**src/sv/efq_pkg.sv**
```systemverilog
// Shared types, field widths and codes for the expedite FIFO queue.
package efq_pkg;

    // Field widths
    localparam int NUM_W   = 14;
    localparam int TAG_W   = 16;
    localparam int OP_W    = 2;
    localparam int ST_W    = 3;
    localparam int TDATA_W = 32;

    // Default queue depth
    localparam int DEFAULT_DEPTH = 64;

    // Operation codes
    localparam logic [OP_W-1:0] OP_ENQUEUE  = 2'd0;
    localparam logic [OP_W-1:0] OP_DEQUEUE  = 2'd1;
    localparam logic [OP_W-1:0] OP_EXPEDITE = 2'd2;

    // Result status codes
    localparam logic [ST_W-1:0] ST_DEQUEUED  = 3'd0;
    localparam logic [ST_W-1:0] ST_EMPTY     = 3'd1;
    localparam logic [ST_W-1:0] ST_ENQUEUED  = 3'd2;
    localparam logic [ST_W-1:0] ST_FULL      = 3'd3;
    localparam logic [ST_W-1:0] ST_EXPEDITED = 3'd4;
    localparam logic [ST_W-1:0] ST_NOT_FOUND = 3'd5;

    // One queue entry as stored
    typedef struct packed {
        logic [NUM_W-1:0] num;
        logic [TAG_W-1:0] tag;
    } t_entry;

endpackage

```
**src/sv/efq_ram.sv**
```systemverilog
// Entry storage: one write port and one registered read port.
module efq_ram #(
    parameter int DEPTH = efq_pkg::DEFAULT_DEPTH,
    parameter int AW    = $clog2(DEPTH)
) (
    input  logic             i_clk,
    input  logic             i_we,
    input  logic [AW-1:0]    i_wr_addr,
    input  efq_pkg::t_entry  i_wr_data,
    input  logic [AW-1:0]    i_rd_addr,
    output efq_pkg::t_entry  o_rd_data
);

    efq_pkg::t_entry r_mem [DEPTH];
    efq_pkg::t_entry r_rd_data;

    // Write entry
    always_ff @(posedge i_clk) begin
        if (i_we) begin
            r_mem[i_wr_addr] <= i_wr_data;
        end
    end

    // Read entry into the output register
    always_ff @(posedge i_clk) begin
        r_rd_data <= r_mem[i_rd_addr];
    end

    assign o_rd_data = r_rd_data;

endmodule

```
**src/sv/expedite_fifo_queue_unit.sv**
```systemverilog
// Top level: ordered queue with expedited front section, run by a small sequencer.
//
//  Channel  Direction  Transfer when              Payload
//  s_axis   in         tvalid & tready            tuser: opcode; tdata: number, origin tag
//  m_axis   out        tvalid & tready            tuser: status; tdata: number, origin tag
//
// Entries sit in a circular buffer; one memory read port and one key comparator
// do all the work. Expedite scans from the head one entry a cycle, then shifts
// the entries behind the expedited section one a cycle.
// Synchronous active-low reset empties the queue; stored entries are not cleared.
// The block takes no new item until the current one finishes; a result waiting
// on m_axis holds the sequencer in its final step only.
module expedite_fifo_queue_unit #(
    parameter int QUEUE_DEPTH = efq_pkg::DEFAULT_DEPTH
) (
    input  logic                        i_clk,
    input  logic                        i_rst_n,
    input  logic                        i_s_axis_tvalid,
    output logic                        o_s_axis_tready,
    input  logic [efq_pkg::TDATA_W-1:0] i_s_axis_tdata,  // [13:0] flight_number, [29:14] origin_tag
    input  logic [efq_pkg::OP_W-1:0]    i_s_axis_tuser,  // [1:0] opcode
    output logic                        o_m_axis_tvalid,
    input  logic                        i_m_axis_tready,
    output logic [efq_pkg::TDATA_W-1:0] o_m_axis_tdata,  // [13:0] out_flight_number, [29:14] out_origin_tag
    output logic [efq_pkg::ST_W-1:0]    o_m_axis_tuser   // [2:0] status
);

    localparam int AW = $clog2(QUEUE_DEPTH);
    localparam int CW = $clog2(QUEUE_DEPTH + 1);
    localparam logic [CW-1:0] DEPTH_C   = CW'(QUEUE_DEPTH);
    localparam logic [AW:0]   DEPTH_X   = (AW+1)'(QUEUE_DEPTH);
    localparam logic [AW-1:0] LAST_ADDR = AW'(QUEUE_DEPTH - 1);
    localparam int PAD_W = efq_pkg::TDATA_W - efq_pkg::NUM_W - efq_pkg::TAG_W;

    // Sequencer states
    localparam logic [2:0] S_IDLE     = 3'd0;
    localparam logic [2:0] S_DISPATCH = 3'd1;
    localparam logic [2:0] S_DEQ      = 3'd2;
    localparam logic [2:0] S_SEARCH   = 3'd3;
    localparam logic [2:0] S_MV_PRIME = 3'd4;
    localparam logic [2:0] S_MV_SHIFT = 3'd5;
    localparam logic [2:0] S_MV_LAST  = 3'd6;
    localparam logic [2:0] S_DONE     = 3'd7;

    logic [2:0]                   r_state, n_state;
    logic [efq_pkg::OP_W-1:0]     r_op;
    logic [efq_pkg::NUM_W-1:0]    r_num;
    logic [efq_pkg::TAG_W-1:0]    r_tag;
    logic [CW-1:0]                r_count, n_count;
    logic [CW-1:0]                r_exp, n_exp;
    logic [AW-1:0]                r_head, n_head;
    logic [CW-1:0]                r_rd_idx, n_rd_idx;
    logic                         r_cmp_vld, n_cmp_vld;
    logic [CW-1:0]                r_mv_idx, n_mv_idx;
    efq_pkg::t_entry              r_mv_data, n_mv_data;
    logic [efq_pkg::ST_W-1:0]     r_res_status, n_res_status;
    logic [efq_pkg::NUM_W-1:0]    r_res_num, n_res_num;
    logic [efq_pkg::TAG_W-1:0]    r_res_tag, n_res_tag;
    logic                         r_out_valid, n_out_valid;
    logic [efq_pkg::ST_W-1:0]     r_out_status;
    logic [efq_pkg::NUM_W-1:0]    r_out_num;
    logic [efq_pkg::TAG_W-1:0]    r_out_tag;

    logic            in_xfer;
    logic            out_load;
    logic            ram_we;
    logic [AW-1:0]   ram_wr_addr;
    efq_pkg::t_entry ram_wr_data;
    logic [AW-1:0]   ram_rd_addr;
    efq_pkg::t_entry ram_rd_data;
    logic [CW-1:0]   found_pos;

    // Map a queue position to a buffer address
    function automatic logic [AW-1:0] phys(input logic [CW-1:0] pos);
        logic [AW:0] sum;
        sum = {1'b0, r_head} + (AW+1)'(pos);
        if (sum >= DEPTH_X) begin
            sum = sum - DEPTH_X;
        end
        return sum[AW-1:0];
    endfunction

    efq_ram #(
        .DEPTH (QUEUE_DEPTH),
        .AW    (AW)
    ) u_ram (
        .i_clk     (i_clk),
        .i_we      (ram_we),
        .i_wr_addr (ram_wr_addr),
        .i_wr_data (ram_wr_data),
        .i_rd_addr (ram_rd_addr),
        .o_rd_data (ram_rd_data)
    );

    assign o_s_axis_tready = (r_state == S_IDLE);
    assign in_xfer         = i_s_axis_tvalid && o_s_axis_tready;
    assign out_load        = (r_state == S_DONE) && (!r_out_valid || i_m_axis_tready);
    assign found_pos       = r_rd_idx - CW'(1);

    // Sequence one item
    always_comb begin
        n_state      = r_state;
        n_count      = r_count;
        n_exp        = r_exp;
        n_head       = r_head;
        n_rd_idx     = r_rd_idx;
        n_cmp_vld    = r_cmp_vld;
        n_mv_idx     = r_mv_idx;
        n_mv_data    = r_mv_data;
        n_res_status = r_res_status;
        n_res_num    = r_res_num;
        n_res_tag    = r_res_tag;
        ram_we       = 1'b0;
        ram_wr_addr  = '0;
        ram_wr_data  = '0;
        ram_rd_addr  = '0;

        unique case (r_state)
            S_IDLE: begin
                if (in_xfer) begin
                    n_state = S_DISPATCH;
                end
            end
            S_DISPATCH: begin
                n_res_num = '0;
                n_res_tag = '0;
                n_state   = S_DONE;
                unique case (r_op)
                    efq_pkg::OP_ENQUEUE: begin
                        if (r_count == DEPTH_C) begin
                            n_res_status = efq_pkg::ST_FULL;
                        end else begin
                            ram_we       = 1'b1;
                            ram_wr_addr  = phys(r_count);
                            ram_wr_data  = '{num: r_num, tag: r_tag};
                            n_count      = r_count + CW'(1);
                            n_res_status = efq_pkg::ST_ENQUEUED;
                        end
                    end
                    efq_pkg::OP_DEQUEUE: begin
                        if (r_count == '0) begin
                            n_res_status = efq_pkg::ST_EMPTY;
                        end else begin
                            ram_rd_addr = r_head;
                            n_state     = S_DEQ;
                        end
                    end
                    efq_pkg::OP_EXPEDITE: begin
                        n_rd_idx  = '0;
                        n_cmp_vld = 1'b0;
                        n_state   = S_SEARCH;
                    end
                    default: begin
                        // unused opcode: drop without a result
                        n_state = S_IDLE;
                    end
                endcase
            end
            S_DEQ: begin
                n_res_status = efq_pkg::ST_DEQUEUED;
                n_res_num    = ram_rd_data.num;
                n_res_tag    = ram_rd_data.tag;
                n_head       = (r_head == LAST_ADDR) ? '0 : r_head + AW'(1);
                n_count      = r_count - CW'(1);
                if (r_exp != '0) begin
                    n_exp = r_exp - CW'(1);
                end
                n_state = S_DONE;
            end
            S_SEARCH: begin
                // compare the entry read last cycle, issue the next read
                ram_rd_addr = phys(r_rd_idx);
                if (r_cmp_vld && (ram_rd_data.num == r_num)) begin
                    n_mv_data = ram_rd_data;
                    n_mv_idx  = found_pos;
                    n_cmp_vld = 1'b0;
                    if (found_pos < r_exp) begin
                        n_res_status = efq_pkg::ST_EXPEDITED;
                        n_state      = S_DONE;
                    end else begin
                        n_state = S_MV_PRIME;
                    end
                end else if (r_rd_idx < r_count) begin
                    n_rd_idx  = r_rd_idx + CW'(1);
                    n_cmp_vld = 1'b1;
                end else begin
                    n_cmp_vld    = 1'b0;
                    n_res_status = efq_pkg::ST_NOT_FOUND;
                    n_state      = S_DONE;
                end
            end
            S_MV_PRIME: begin
                if (r_mv_idx == r_exp) begin
                    n_state = S_MV_LAST;
                end else begin
                    ram_rd_addr = phys(r_mv_idx - CW'(1));
                    n_state     = S_MV_SHIFT;
                end
            end
            S_MV_SHIFT: begin
                // move the entry ahead one place back, fetch the next one
                ram_we      = 1'b1;
                ram_wr_addr = phys(r_mv_idx);
                ram_wr_data = ram_rd_data;
                n_mv_idx    = r_mv_idx - CW'(1);
                if ((r_mv_idx - CW'(1)) == r_exp) begin
                    n_state = S_MV_LAST;
                end else begin
                    ram_rd_addr = phys(r_mv_idx - CW'(2));
                end
            end
            S_MV_LAST: begin
                ram_we       = 1'b1;
                ram_wr_addr  = phys(r_exp);
                ram_wr_data  = r_mv_data;
                n_exp        = r_exp + CW'(1);
                n_res_status = efq_pkg::ST_EXPEDITED;
                n_state      = S_DONE;
            end
            S_DONE: begin
                if (out_load) begin
                    n_state = S_IDLE;
                end
            end
            default: begin
                n_state = S_IDLE;
            end
        endcase
    end

    // Output register valid
    always_comb begin
        n_out_valid = r_out_valid;
        if (out_load) begin
            n_out_valid = 1'b1;
        end else if (i_m_axis_tready) begin
            n_out_valid = 1'b0;
        end
    end

    // Advance control state
    always_ff @(posedge i_clk) begin
        if (!i_rst_n) begin
            r_state     <= S_IDLE;
            r_count     <= '0;
            r_exp       <= '0;
            r_head      <= '0;
            r_cmp_vld   <= 1'b0;
            r_out_valid <= 1'b0;
        end else begin
            r_state     <= n_state;
            r_count     <= n_count;
            r_exp       <= n_exp;
            r_head      <= n_head;
            r_cmp_vld   <= n_cmp_vld;
            r_out_valid <= n_out_valid;
        end
    end

    // Hold item and result payload
    always_ff @(posedge i_clk) begin
        if (in_xfer) begin
            r_op  <= i_s_axis_tuser;
            r_num <= i_s_axis_tdata[efq_pkg::NUM_W-1:0];
            r_tag <= i_s_axis_tdata[efq_pkg::NUM_W +: efq_pkg::TAG_W];
        end
        r_rd_idx     <= n_rd_idx;
        r_mv_idx     <= n_mv_idx;
        r_mv_data    <= n_mv_data;
        r_res_status <= n_res_status;
        r_res_num    <= n_res_num;
        r_res_tag    <= n_res_tag;
        if (out_load) begin
            r_out_status <= r_res_status;
            r_out_num    <= r_res_num;
            r_out_tag    <= r_res_tag;
        end
    end

    assign o_m_axis_tvalid = r_out_valid;
    assign o_m_axis_tuser  = r_out_status;
    assign o_m_axis_tdata  = {{PAD_W{1'b0}}, r_out_tag, r_out_num};

endmodule

```
**config.mk**
```make
export PLATFORM = sky130hd
export DESIGN_NAME = expedite_fifo_queue_unit
export DESIGN_NICKNAME = d
export VERILOG_FILES = /design/src/sv/efq_pkg.sv /design/src/sv/efq_ram.sv /design/src/sv/expedite_fifo_queue_unit.sv
export SDC_FILE = /design/constraint.sdc
export NUM_CORES = 2
export LEC_CHECK = 0
export BUFFER_PORTS_ARGS = -buffer_cell sky130_fd_sc_hd__buf_2
export CORE_UTILIZATION = 45
export DETAILED_ROUTE_END_ITERATION = 12
export PLACE_DENSITY_LB_ADDON = 0.1
export SLEW_MARGIN = 20
export SYNTH_ARGS = -nofsm -noshare
export SYNTH_HDL_FRONTEND = slang
export SYNTH_SLANG_ARGS = --single-unit
export TNS_END_PERCENT = 20
```
**constraint.sdc**
```tcl
create_clock -name i_clk -period 9.5 [get_ports i_clk]
set_input_delay 1.9 -clock i_clk [delete_from_list [all_inputs] [get_ports i_clk]]
set_output_delay 1.9 -clock i_clk [all_outputs]
set_load 0.01 [all_outputs]
```
==> results.ini <==
[run_status]
status = complete, no violations

[setup_path]
r2r_end = u_ram.o_rd_data[17]
cp-end-kind = flop
crit_type = flop to flop
start_kind = flop
reg2reg_from = r_state[0]
worstPathMaxFanout = 98
slowest_delay_ns = 0.87
r2r_cells = 11
r2r_setup_slack_ns = 3.16
cp.arrival_ns = 6.94
cp_slowest_cell = a21oi_1
crit_chain = nor4b_1 -> nand2_1 -> o21ai_0 -> a211o_4 -> nand2_8 -> buf_12 -> a211oi_1 -> a31oi_1 -> a221o_1 -> a21oi_1 -> o221ai_1
required_ns = 10.10

[floorplanning]
initial_utilization_pct = 45.5
fp-row-count = 161
core_um2 = 193000
die_h_um = 444
die_area_um2 = 197000
io_pins = 75
dieWidth_um = 444

[sta]
worst_pin_slew_ns = 1.24
slew_viol_final = 0
setup_viol = 0
setup_tns_ns = 0
finalCritPeriodShare_pct = 66.8
clock_skew_ns = 0.0420
fmax_mhz = 158
grt_setup_unrepaired = false
period_needed_ns = 6.34
fin_ws_ns = 3.16
max_slew_margin_pct = 17.4
hold_viol_final = 0

[power_and_ir_drop]
combPwrFrac_pct = 33.1
p_leak_nw = 34.6
clkPwrFrac_pct = 27.9
max-vdd-ir-drop_uv = 360
power_density_nw_per_um2 = 302
power_frac_seq_pct = 39.0
p_sw_share_pct = 37.1
intPower_mw = 18.7
p_sw_mw = 11.1

[layout]
nNetsFinal = 6247
layout-drive-gt1-share_pct = 12.4
syn2layout_area_growth_pct = 12.2
fill_cells = 16100
fin_util_pct = 51.1

[clocking]
post-cts-setup-buffers = 0
cts.clk_slew.worst_paths_ns = 0.06
postCtsHoldBufs = 0
cts.htree.levels = 4
cts_inserted_buffers = 217
cts_resized = 0
cts-root-buf = clkbuf_16
insertion_delay_ns = 0.88
cts_buffer_depth = 3
cts_tree = yes
cts_sinks = 2117

[worst_hold_path]
hold_depth = 0
whs_endpoint = r_out_tag[13]
hold_class = flop to flop
hp-start = r_res_tag[13]

[route]
wl_per_cell_um = 31.3
vias_per_cell = 6.28
firstDrtPassIters = 6
antenna_left = 0
routed-via-count = 55700
initialDrtViolationCount = 6742
drc_errors = 0
routed_wl_mm = 278

[logic_synthesis]
ys_types = 92
yosysTopAreaCell = edfxtp_1
synth-edff-count = 2062
ys_ff_latch = 2117
ys_seq_area_share_pct = 71.7
synth.top_cell.area_share_pct = 70.5
synth.most_common_cell = edfxtp_1
avgSynthCellArea_um2 = 14.4
synthesis.area_um2 = 87900
async_flop_share_pct = 0
synth_cells = 6107
synth_top_flop_cell = edfxtp_1
synth_area_leaders = edfxtp_1 (70%), nand2_1 (4.5%), mux2i_1 (2.4%)
ys.warnings.count = 0
synthTopCellsByCount = edfxtp_1 (2062), nand2_1 (1051), clkbuf_1 (278)

[grt]
grt_max_degree = 112
grt_pass1_wl_mm = 393
grt_usage_pct = 27.7
grt_overflow = 0
antenna_found_initial = 11
grt_pass1_vias = 53100

[job]
drv_cap = 0

[placed_design]
io_buffer_count = 70
place.gp.congestion = 0.863
dpl.hpwl_mm = 151
pre_cts_slack_ns = 3.36

[through the flow]
step,hold slack [ns],area (um^2),power [mW],instances
finish,0.418,98600,29.8,8861
global route,0.423,98600,30.7,8855
CTS,0.420,98600,29.7,8855
detailed placement,0.406,91800,21.5,8454
global placement,0.403,91700,21.3,8450
floorplan,0.400,87900,17.4,6108
[flip-flops by register name, summed over array words and instances, names as in the netlist, 6 cells and up]
signal and count:
r_num 14, r_res_num 14, r_tag 16, r_out_num 14, r_mv_idx 7, r_head 6
u_ram.o_rd_data 30, r_count 7, u_ram.r_mem 1920, r_out_tag 16, r_mv_data 30, r_res_tag 16
r_exp 7, r_rd_idx 7
[cells in the final DEF, fill, tap and decap left out, types with 21 or more instances in the layout]
cell and instances:
edfxtp_1 2062, nand2_1 1050, a21oi_1 248, clkbuf_16 221
mux2i_1 215, and3_1 184, buf_4 172, nand3_1 144
a31oi_1 141, a22o_1 134, a211oi_1 120, a221oi_1 99
a221o_1 75, nor2_4 70, buf_2 70, a32oi_1 66
and2_1 63, a311oi_1 57, clkinv_1 56, dfxtp_1 55
ha_1 54, nor2_1 53, clkbuf_1 52, o21ai_0 51
inv_1 50, xnor2_1 45, a22oi_1 45, clkinv_2 38
a2111oi_2 33, xor2_1 32, a222oi_1 31, a21o_1 31
o21a_1 29, a211o_1 29, a32o_1 26, inv_2 24
mux2_2 23, a221oi_2 22, o22ai_1 22, a21bo_1 21
[metal layers]
| layer | global-route usage, % | up-vias | routed length [um] |
|---|---|---|---|
| met1 | 39.9 | 28800 | 119000 |
| met5 | 0 | - | 0 |
| met4 | 9.55 | 0 | 8970 |
| li1 | - | 24000 | - |
| met2 | 42.9 | 2531 | 126000 |
| met3 | 4.33 | 367 | 22800 |
[area by class of cell]
| cell class | instances | area (um^2) | share of cell area (%) |
|---|---|---|---|
| clock inverter | 119 | 1000 | 1.02 |
| sequential | 2117 | 63000 | 63.9 |
| tap | 2526 | 3160 | 3.20 |
| antenna | 6 | 15.0 | 0.0152 |
| inverter | 80 | 309 | 0.313 |
| clock buffer | 282 | 5850 | 5.93 |
| timing repair buffer | 262 | 2050 | 2.08 |
| multi-input combinational | 3469 | 23200 | 23.6 |
[cells by family after synthesis]
| kind of cell | after synthesis | synth area share [%] |
|---|---|---|
| simple gates | 1656 | 8.28 |
| buf+inv | 522 | 2.64 |
| compound gates | 1431 | 12.8 |
| mux | 240 | 2.79 |
| flops | 2117 | 71.7 |
| fa+ha+maj | 62 | 0.943 |
| other cells | 1 | 0.00427 |
| xor+xnor | 78 | 0.794 |
[worst max-delay path by stage]
stage                                endpoint         from  depth (start not counted)  slack (ns)
after floorplan               r_res_status[0]   r_state[0]                          5        4.57
final                     u_ram.o_rd_data[17]   r_state[0]                         11        3.16
after global placement    u_ram.o_rd_data[17]  r_mv_idx[5]                         12        3.31
after detailed placement  u_ram.o_rd_data[17]  r_mv_idx[5]                         12        3.36
after global routing      u_ram.o_rd_data[29]  r_mv_idx[5]                         12        3.06
after CTS                 u_ram.o_rd_data[17]  r_mv_idx[5]                         12        3.34
[power groups by stage]
stage                     Sequential (mW)  Combinational [mW]  Clock [mW]
after floorplan                      11.6                5.78           0
after global placement               11.8                9.57           0
after detailed placement             11.8                9.67           0
after CTS                            11.6                9.70        8.40
after global routing                 11.6                10.3        8.74
final                                11.6                9.86        8.29
[worst max-delay path, delay by kind of cell (launching register included)]
kind | cells | cell delay [ns]
compound gates | 7 | 3.50
buf+inv | 1 | 0.49
flops | 1 | 0.59
simple gates | 3 | 1.35
(Power assumes the default switching activity.)
